## src/design/tws_pkg.sv

```systemverilog
// Shared types, constants and BCD helpers for the three-wire serial master.
package tws_pkg;

   localparam int unsigned BcdMax      = 99;
   localparam int unsigned RecipMul    = 205;   // 205 / 2048 ~ 1 / 10 for values up to 99
   localparam int unsigned RecipShift  = 11;
   localparam int unsigned ByteBits    = 8;
   localparam int unsigned FrameBits   = 2 * ByteBits;
   localparam int unsigned PosWidth    = 5;
   localparam logic [3:0]  DigitMask   = 4'h0F;

   typedef struct packed {
      logic       start_req;
      logic       is_read;
      logic [7:0] command_byte;
      logic [7:0] write_value;
      logic       convert_bcd;
      logic       line_in;
   } req_type;

   typedef struct packed {
      logic       chip_enable;
      logic       serial_clock;
      logic       line_out;
      logic       line_drive;
      logic       busy_res;
      logic       done_res;
      logic [7:0] read_value;
   } rsp_type;

   // Saturate at 99 and split into two decimal digits.
   function automatic logic [7:0] to_bcd(input logic [7:0] value);
      logic [6:0]  sat;
      logic [14:0] prod;
      logic [3:0]  tens;
      logic [6:0]  tens_x10;
      logic [6:0]  ones;
      sat      = (value > 8'(BcdMax)) ? 7'(BcdMax) : value[6:0];
      prod     = 15'(sat) * 15'(RecipMul);
      tens     = prod[RecipShift +: 4];
      tens_x10 = 7'({tens, 3'b000}) + 7'({tens, 1'b0});
      ones     = sat - tens_x10;
      return {tens, ones[3:0]};
   endfunction

   // high digit * 10 + low digit, non-decimal digits included.
   function automatic logic [7:0] from_bcd(input logic [7:0] value);
      logic [3:0] hi;
      logic [3:0] lo;
      hi = value[7:4];
      lo = value[3:0] & DigitMask;
      return 8'({hi, 3'b000}) + 8'({hi, 1'b0}) + 8'(lo);
   endfunction

endpackage

```

## src/design/tws_if.sv

```systemverilog
// Valid/ready channel interfaces for request and response words.
interface tws_req_if;
   logic       valid;
   logic       ready;
   logic       start_req;
   logic       is_read;
   logic [7:0] command_byte;
   logic [7:0] write_value;
   logic       convert_bcd;
   logic       line_in;

   modport source (output valid, start_req, is_read, command_byte, write_value,
                   convert_bcd, line_in, input ready);
   modport sink   (input valid, start_req, is_read, command_byte, write_value,
                   convert_bcd, line_in, output ready);
endinterface

interface tws_rsp_if;
   logic       valid;
   logic       ready;
   logic       chip_enable;
   logic       serial_clock;
   logic       line_out;
   logic       line_drive;
   logic       busy_res;
   logic       done_res;
   logic [7:0] read_value;

   modport source (output valid, chip_enable, serial_clock, line_out, line_drive,
                   busy_res, done_res, read_value, input ready);
   modport sink   (input valid, chip_enable, serial_clock, line_out, line_drive,
                   busy_res, done_res, read_value, output ready);
endinterface

```

## src/design/three_wire_rtc_serial_master.sv

```systemverilog
// Three-wire serial master (LSB first, optional BCD), one tick per request word:
// each request word is one half period of the serial clock and yields exactly one
// response word carrying the line levels for that tick. A request word is held in
// an input register, the tick is evaluated by short logic against the transaction
// state, and the result lands in an output register, so one word is taken every
// cycle while the response side keeps up; a stalled response holds one word and
// the input register holds the next. A transaction lasts 33 ticks: 16 bits of two
// ticks each (command byte, then data byte) and a closing tick with done_res.
module three_wire_rtc_serial_master (
   input logic      clock,
   input logic      reset,
   tws_req_if.sink  req_if,
   tws_rsp_if.source rsp_if
);

   logic             in_valid_ff;
   tws_pkg::req_type in_item_ff;
   logic             out_valid_ff;
   tws_pkg::rsp_type out_res_ff;
   tws_pkg::rsp_type step_res;
   tws_pkg::req_type req_word;
   logic             advance;
   logic             req_take;

   assign advance  = in_valid_ff && (!out_valid_ff || rsp_if.ready);
   assign req_take = req_if.valid && req_if.ready;

   assign req_if.ready = !in_valid_ff || advance;

   assign req_word.start_req    = req_if.start_req;
   assign req_word.is_read      = req_if.is_read;
   assign req_word.command_byte = req_if.command_byte;
   assign req_word.write_value  = req_if.write_value;
   assign req_word.convert_bcd  = req_if.convert_bcd;
   assign req_word.line_in      = req_if.line_in;

   always_ff @(posedge clock) begin
      if (reset) begin
         in_valid_ff <= 1'b0;
      end else if (req_if.ready) begin
         in_valid_ff <= req_if.valid;
      end
      if (req_take) begin
         in_item_ff <= req_word;
      end
   end

   tws_engine u_engine (
      .clock  (clock),
      .reset  (reset),
      .step   (advance),
      .item   (in_item_ff),
      .result (step_res)
   );

   always_ff @(posedge clock) begin
      if (reset) begin
         out_valid_ff <= 1'b0;
      end else if (advance) begin
         out_valid_ff <= 1'b1;
      end else if (rsp_if.ready) begin
         out_valid_ff <= 1'b0;
      end
      if (advance) begin
         out_res_ff <= step_res;
      end
   end

   assign rsp_if.valid        = out_valid_ff;
   assign rsp_if.chip_enable  = out_res_ff.chip_enable;
   assign rsp_if.serial_clock = out_res_ff.serial_clock;
   assign rsp_if.line_out     = out_res_ff.line_out;
   assign rsp_if.line_drive   = out_res_ff.line_drive;
   assign rsp_if.busy_res     = out_res_ff.busy_res;
   assign rsp_if.done_res     = out_res_ff.done_res;
   assign rsp_if.read_value   = out_res_ff.read_value;

`ifndef ASSERT_OFF
   a_advance_fills : assert property (@(posedge clock) disable iff (reset)
      advance |=> out_valid_ff)
      else $error("evaluated tick not registered");

   a_stall_holds_input : assert property (@(posedge clock) disable iff (reset)
      in_valid_ff && !advance |=> in_valid_ff && $stable(in_item_ff))
      else $error("held request word lost or changed");

   a_read_only_at_close : assert property (@(posedge clock) disable iff (reset)
      out_valid_ff && out_res_ff.read_value != 8'd0 |-> out_res_ff.done_res
         && !out_res_ff.chip_enable)
      else $error("read byte outside the closing tick");
`endif

endmodule

```

## src/design/tws_engine.sv

```systemverilog
// Transaction state and per-tick line levels of the serial master.
module tws_engine (
   input  logic             clock,
   input  logic             reset,
   input  logic             step,
   input  tws_pkg::req_type item,
   output tws_pkg::rsp_type result
);

   logic                          active_ff, active_in;
   logic [tws_pkg::PosWidth-1:0]  pos_ff, pos_in;
   logic                          phase_ff, phase_in;
   logic [tws_pkg::FrameBits-1:0] send_ff, send_in;
   logic [tws_pkg::ByteBits-1:0]  recv_ff, recv_in;
   logic                          read_mode_ff, read_mode_in;
   logic                          bcd_mode_ff, bcd_mode_in;

   logic                          launch;
   logic                          run;
   logic [tws_pkg::PosWidth-1:0]  pos_eff;
   logic                          phase_eff;
   logic [tws_pkg::FrameBits-1:0] send_eff;
   logic [tws_pkg::ByteBits-1:0]  recv_eff;
   logic                          read_eff;
   logic                          bcd_eff;
   logic [7:0]                    data_byte;
   logic                          reading;

   assign launch = !active_ff && item.start_req;
   assign run    = active_ff || item.start_req;

   always_comb begin
      data_byte = item.convert_bcd ? tws_pkg::to_bcd(item.write_value) : item.write_value;
      if (item.is_read) begin
         data_byte = '0;
      end
      if (launch) begin
         pos_eff   = '0;
         phase_eff = 1'b0;
         send_eff  = {data_byte, item.command_byte};
         recv_eff  = '0;
         read_eff  = item.is_read;
         bcd_eff   = item.convert_bcd;
      end else begin
         pos_eff   = pos_ff;
         phase_eff = phase_ff;
         send_eff  = send_ff;
         recv_eff  = recv_ff;
         read_eff  = read_mode_ff;
         bcd_eff   = bcd_mode_ff;
      end
   end

   assign reading = read_eff && (pos_eff >= tws_pkg::PosWidth'(tws_pkg::ByteBits));

   always_comb begin
      result       = '0;
      active_in    = active_ff;
      pos_in       = pos_eff;
      phase_in     = phase_eff;
      send_in      = send_eff;
      recv_in      = recv_eff;
      read_mode_in = read_eff;
      bcd_mode_in  = bcd_eff;
      if (run) begin
         if (pos_eff >= tws_pkg::PosWidth'(tws_pkg::FrameBits)) begin
            // closing tick: drop enable, report the byte of a read
            result.done_res = 1'b1;
            if (read_eff) begin
               result.read_value = bcd_eff ? tws_pkg::from_bcd(recv_eff) : recv_eff;
            end
            active_in = 1'b0;
            pos_in    = '0;
            phase_in  = 1'b0;
         end else begin
            active_in           = 1'b1;
            result.chip_enable  = 1'b1;
            result.busy_res     = 1'b1;
            result.line_drive   = !reading;
            result.line_out     = !reading && send_eff[0];
            result.serial_clock = phase_eff;
            if (!phase_eff) begin
               if (reading) begin
                  recv_in = {item.line_in, recv_eff[tws_pkg::ByteBits-1:1]};
               end
               phase_in = 1'b1;
            end else begin
               send_in  = send_eff >> 1;
               pos_in   = pos_eff + tws_pkg::PosWidth'(1);
               phase_in = 1'b0;
            end
         end
      end
   end

   always_ff @(posedge clock) begin
      if (reset) begin
         active_ff    <= 1'b0;
         pos_ff       <= '0;
         phase_ff     <= 1'b0;
         send_ff      <= '0;
         recv_ff      <= '0;
         read_mode_ff <= 1'b0;
         bcd_mode_ff  <= 1'b0;
      end else if (step) begin
         active_ff    <= active_in;
         pos_ff       <= pos_in;
         phase_ff     <= phase_in;
         send_ff      <= send_in;
         recv_ff      <= recv_in;
         read_mode_ff <= read_mode_in;
         bcd_mode_ff  <= bcd_mode_in;
      end
   end

endmodule

```

## src/flat_wrapper.sv

```systemverilog
// flat-port wrapper written by rule: the top's interface ports become plain ports
module three_wire_rtc_serial_master_flat 
  (clock, reset, req_if_valid, req_if_start_req, req_if_is_read, req_if_command_byte, req_if_write_value, req_if_convert_bcd, req_if_line_in, req_if_ready, rsp_if_valid, rsp_if_chip_enable, rsp_if_serial_clock, rsp_if_line_out, rsp_if_line_drive, rsp_if_busy_res, rsp_if_done_res, rsp_if_read_value, rsp_if_ready);
  tws_req_if req_if_i ();
  tws_rsp_if rsp_if_i ();
  input logic clock;
  input logic reset;
  input wire logic [$bits(req_if_i.valid)-1:0] req_if_valid;
  input wire logic [$bits(req_if_i.start_req)-1:0] req_if_start_req;
  input wire logic [$bits(req_if_i.is_read)-1:0] req_if_is_read;
  input wire logic [$bits(req_if_i.command_byte)-1:0] req_if_command_byte;
  input wire logic [$bits(req_if_i.write_value)-1:0] req_if_write_value;
  input wire logic [$bits(req_if_i.convert_bcd)-1:0] req_if_convert_bcd;
  input wire logic [$bits(req_if_i.line_in)-1:0] req_if_line_in;
  output wire logic [$bits(req_if_i.ready)-1:0] req_if_ready;
  output wire logic [$bits(rsp_if_i.valid)-1:0] rsp_if_valid;
  output wire logic [$bits(rsp_if_i.chip_enable)-1:0] rsp_if_chip_enable;
  output wire logic [$bits(rsp_if_i.serial_clock)-1:0] rsp_if_serial_clock;
  output wire logic [$bits(rsp_if_i.line_out)-1:0] rsp_if_line_out;
  output wire logic [$bits(rsp_if_i.line_drive)-1:0] rsp_if_line_drive;
  output wire logic [$bits(rsp_if_i.busy_res)-1:0] rsp_if_busy_res;
  output wire logic [$bits(rsp_if_i.done_res)-1:0] rsp_if_done_res;
  output wire logic [$bits(rsp_if_i.read_value)-1:0] rsp_if_read_value;
  input wire logic [$bits(rsp_if_i.ready)-1:0] rsp_if_ready;
  assign req_if_i.valid = req_if_valid;
  assign req_if_i.start_req = req_if_start_req;
  assign req_if_i.is_read = req_if_is_read;
  assign req_if_i.command_byte = req_if_command_byte;
  assign req_if_i.write_value = req_if_write_value;
  assign req_if_i.convert_bcd = req_if_convert_bcd;
  assign req_if_i.line_in = req_if_line_in;
  assign req_if_ready = req_if_i.ready;
  assign rsp_if_valid = rsp_if_i.valid;
  assign rsp_if_chip_enable = rsp_if_i.chip_enable;
  assign rsp_if_serial_clock = rsp_if_i.serial_clock;
  assign rsp_if_line_out = rsp_if_i.line_out;
  assign rsp_if_line_drive = rsp_if_i.line_drive;
  assign rsp_if_busy_res = rsp_if_i.busy_res;
  assign rsp_if_done_res = rsp_if_i.done_res;
  assign rsp_if_read_value = rsp_if_i.read_value;
  assign rsp_if_i.ready = rsp_if_ready;
  three_wire_rtc_serial_master u_core (.clock(clock), .reset(reset), .req_if(req_if_i), .rsp_if(rsp_if_i));
endmodule
```

## config.mk

```make
export PLATFORM = sky130hd
export DESIGN_NAME = three_wire_rtc_serial_master_flat
export DESIGN_NICKNAME = d
export VERILOG_FILES = /design/src/design/tws_pkg.sv /design/src/design/tws_if.sv /design/src/design/three_wire_rtc_serial_master.sv /design/src/design/tws_engine.sv /design/src/flat_wrapper.sv
export SDC_FILE = /design/constraint.sdc
export NUM_CORES = 1
export LEC_CHECK = 0
export ABC_AREA = 1
export BUFFER_PORTS_ARGS = -buffer_cell sky130_fd_sc_hd__clkbuf_2
export CAP_MARGIN = 0
export CORE_MARGIN = 2
export CORE_UTILIZATION = 30
export CTS_BUF_LIST = sky130_fd_sc_hd__clkbuf_4 sky130_fd_sc_hd__clkbuf_8
export DETAILED_ROUTE_END_ITERATION = 10
export PLACE_DENSITY = 0.44
export SETUP_SLACK_MARGIN = 0.3
export SYNTH_ARGS = -nofsm -noshare
export SYNTH_HDL_FRONTEND = slang
export SYNTH_SLANG_ARGS = --single-unit
```

## constraint.sdc

```tcl
create_clock -name clock -period 4.9 [get_ports clock]
set_input_delay 0.49 -clock clock [delete_from_list [all_inputs] [get_ports clock]]
set_output_delay 0.49 -clock clock [all_outputs]
set_load 0.02 [all_outputs]
```

==> flow_summary_export.csv <==
group,metric,value,unit
yosys,synth.mux.area_fraction,1.11,%
cells_and_area,post_route_cells_drive_above_1_share,26.4,%
worst_setup_path,timing.critical_path.slowest_stage_cell,"sky130_fd_sc_hd__fa_1",
floorplanning,pin_count,40,
floorplanning,die-height,127,µm
grt,first_pass_grt_wire_length,18800,µm
run,cap_viol_max_count,0,
clocking,clock_buffer_count_from_cts,9,
yosys,synth_adder_area_share,16.0,%
timing,finalWorstSetupSlack,0.239,ns
floorplanning,floorplan.die_area,0.0161,mm²
clocking,clockRootBuffer,"sky130_fd_sc_hd__clkbuf_8",
worst_setup_path,number_of_buffers_and_inverters_on_the_critical_path,10,
cells_and_area,area.growth.synth_to_final,24.8,%
timing,period_needed,4.66,ns
route,remaining_design_rule_violation_count,0,
hold_path,worst_min_delay_path_category,"input pin to flop",
timing,holdWs,0.303,ns
yosys,asyncSetResetFlopFracSynth,0,%
worst_setup_path,crit_path_end_kind,"flop",
route,num_vias,3788,
yosys,post_synth_and_or_nand_nor_area_fraction,21.2,%
worst_setup_path,critical-path-max-stage-delay,0.51,ns
yosys,synth_top_family_by_area,"simple AND/OR/NAND/NOR gates",
cells_and_area,insertedDiodeCount,0,
yosys,yosysSeqAreaShare,37.4,%
yosys,netlist_top_cells_count,"129 x sky130_fd_sc_hd__nand2_1, 85 x sky130_fd_sc_hd__inv_1, 42 x sky130_fd_sc_hd__ha_1",
route,routed_wl,11000,µm
yosys,yosysMostFrequentCell,"sky130_fd_sc_hd__nand2_1",
timing,timing.final.crit_share,95.1,%
worst_setup_path,cp_max_fo,5,
worst_setup_path,crit_arrival,4.93,ns
route,drtIter0Drc,150,
floorplanning,core.rowCount,44,
grt,grt_max_degree,33,
yosys,synth_seq_cells,68,
timing,max_freq,0.215,GHz
grt,grt_antenna_before_repair,0,
grt,grt_overflow,0,
worst_setup_path,worst_ep_required_time,5.16,ns
grt,grt_pass1_vias,3936,
route,first_pass_drt_iterations,5,
clocking,htree_levels,3,
route,detail_route.vias_per_cell,4.68,
yosys,yosys.cell_types.count,45,
timing,timing_max_transition_violations_final,0,
placed_design,gp_routability_congestion,0.855,
clocking,tritoncts,"built",
floorplanning,placeableCoreArea,0.0146,mm²
clocking,cts_sink_cnt,68,
clocking,cts_hold_buf,0,
yosys,synth_enable_flop_cells,33,
clocking,worst_skew_pair.late_latency,0.36,ns
clocking,clockBufferDepth,2,
worst_setup_path,path_common_cell,"sky130_fd_sc_hd__nand2_1",
worst_setup_path,path_delay_family,"adder cells",
yosys,largest_cells_by_area_after_synthesis,"sky130_fd_sc_hd__edfxtp_1 22%, sky130_fd_sc_hd__dfxtp_1 15%, sky130_fd_sc_hd__ha_1 12%",
timing,finalSetupViolCount,0,
timing,timing_hold_violations_final,0,
pwr,leakagePower,2.58,nW
yosys,post-synth-top-area-cell,"sky130_fd_sc_hd__edfxtp_1",
clocking,clk_transition_reported_paths,0.08,ns
route,route.antenna.remaining_nets,0,
yosys,syn-instance-count,557,
worst_setup_path,critical_path_type,"flop to flop",
worst_setup_path,cp_startpoint_kind,"flop",
placed_design,port-buffer-count,39,
pwr,cellPowerDensity,349,mW/mm²
timing,rsz0062_at_grt,"yes",
yosys,synth_top_area_share,21.9,%
timing,slew-limit-headroom,44.5,%
status,outcome,"completed",
timing,max_slew.worst_pin.slew,0.829,ns
floorplanning,floorplan.initialDensity,30.9,%
yosys,synth.avg_cell_area,8.13,µm²
yosys,postSynth.topFlopCell,"sky130_fd_sc_hd__dfxtp_1",
pwr,max-vdd-ir-drop,0.190,mV
grt,groute.usage.overall,14.6,%
floorplanning,chipWidth,127,µm
cells_and_area,final_net_count,697,
yosys,syn-num-nets,633,
timing,clock-skew-final,0.0138,ns
yosys,post_synth_xor_area_fraction,0.774,%
placed_design,dp_hpwl,8040,µm
route,wl_per_cell,13.6,µm
yosys,synth_compound_area_share,13.2,%
yosys,syn-cell-area,0.00453,mm²
yosys,ys.warnings.count,0,
placed_design,pre_cts_setup_slack,-0.0756,ns
==> metal layers <==
layer	GRT usage [%]	up-vias	part of all wire, %
met4	5.37	0	1.7
met2	25.2	64	49
met3	2.78	18	3.3
li1	-	1959	-
met5	0	-	0
met1	18.0	1747	46
==> final cells by class <==
type | count | area, µm²
fillers | 1520 | 8990
multi-input cells | 376 | 2700
inverters | 96 | 363
clock inverters | 4 | 72.6
flip-flops and latches | 68 | 1690
repair buffers | 70 | 440
well taps | 184 | 230
clock buffers | 12 | 153
==> flip-flops by register name, indices dropped and copies added, names as in the netlist <==
name and cells:
u_core.u_engine.phase_ff 1, u_core.rsp_if.line_drive 1, u_core.rsp_if.read_value 8, u_core.in_item_ff 20, u_core.u_engine.recv_ff 8, u_core.u_engine.bcd_mode_ff 1
u_core.u_engine.send_ff 16, u_core.rsp_if.serial_clock 1, u_core.rsp_if.valid 1, u_core.u_engine.active_ff 1, u_core.rsp_if.done_res 1, u_core.rsp_if.line_out 1
u_core.u_engine.read_mode_ff 1, u_core.in_valid_ff 1, u_core.u_engine.pos_ff 5, u_core.rsp_if.busy_res 1
==> logic make-up (layout without fill, tap and decap cells) <==
family | after synthesis | count (layout)
muxes | 5 | 5
and+or+nand+nor | 223 | 223
DFF | 68 | 68
buffers and inverters | 113 | 182
AOI/OAI and AO/OA | 92 | 92
xor gates and xnor gates | 4 | 4
adders and majority gates | 52 | 52
==> worst paths after layout <==
| path | from | endpoint | slack (ns) | cells after the start |
|---|---|---|---|---|
| setup / recovery | u_core.in_item_ff[5] | u_core.u_engine.send_ff[12] | 0.24 | 30 |
| hold / removal | req_if_command_byte[7] | u_core.in_item_ff[17] | 0.30 | 1 |
| setup reg to reg | u_core.in_item_ff[5] | u_core.u_engine.send_ff[12] | 0.24 | 30 |
| hold reg to reg | u_core.u_engine.pos_ff[0] | u_core.u_engine.pos_ff[0] | 0.47 | 2 |
==> power breakdown <==
group	switching (W)	internal, W	leakage (nW)	total [W]
Combinational	0.000435	0.000366	1.87	0.000801
Sequential	0.0000153	0.000625	0.597	0.000641
Clock	0.000219	0.000311	0.113	0.000530
Total	0.000670	0.00130	2.58	0.00197
==> per-stage QoR <==
stage	setup TNS, ns	instance area [µm²]	total power (W)	std cells	utilization, %
5_1_grt	-0.334	5650	0.00211	810	38.6
2_1_floorplan	0	4550	0.00105	557	-
3_5_place_dp	-0.135	4980	0.00122	778	34.0
6_report	0	5650	0.00197	810	38.6
3_3_place_gp	0	4980	0.00121	778	34.0
4_1_cts	0	5530	0.00191	807	37.8
==> layout by cell type, fill, tap and decap left out, types with 6 or more instances in the layout <==
master | Yosys | routed
sky130_fd_sc_hd__a21oi_1 | 40 | 38
sky130_fd_sc_hd__buf_4 | 1 | 30
sky130_fd_sc_hd__clkbuf_2 | 0 | 39
sky130_fd_sc_hd__clkbuf_8 | 0 | 10
sky130_fd_sc_hd__dfxtp_1 | 35 | 35
sky130_fd_sc_hd__edfxtp_1 | 33 | 33
sky130_fd_sc_hd__fa_1 | 10 | 9
sky130_fd_sc_hd__ha_1 | 42 | 25
sky130_fd_sc_hd__ha_4 | 0 | 16
sky130_fd_sc_hd__inv_1 | 85 | 76
sky130_fd_sc_hd__inv_2 | 8 | 16
sky130_fd_sc_hd__nand2_1 | 129 | 119
sky130_fd_sc_hd__nand2_2 | 5 | 11
sky130_fd_sc_hd__nand3_1 | 29 | 26
sky130_fd_sc_hd__nand4_1 | 6 | 6
sky130_fd_sc_hd__nor2_1 | 41 | 38
sky130_fd_sc_hd__o211ai_1 | 8 | 8
sky130_fd_sc_hd__o211ai_2 | 7 | 7
sky130_fd_sc_hd__o21ai_0 | 16 | 14
==> worst reg2reg max path: cells and delay by family (launching register included) <==
kind / cells / cell delay, ns
buf+inv: 10 / 0.84
flops: 1 / 0.39
compound gates: 4 / 0.63
simple gates: 11 / 0.96
fa+ha+maj: 5 / 1.77
==> timing repair <==
action | CTS | global route
pin swaps | 25 | 20
setup endpoints to repair | 4 | 6
setup buffers | 13 | 3
gates resized for setup | 37 | 21
Note: power is estimated with default switching activity, not from simulation.
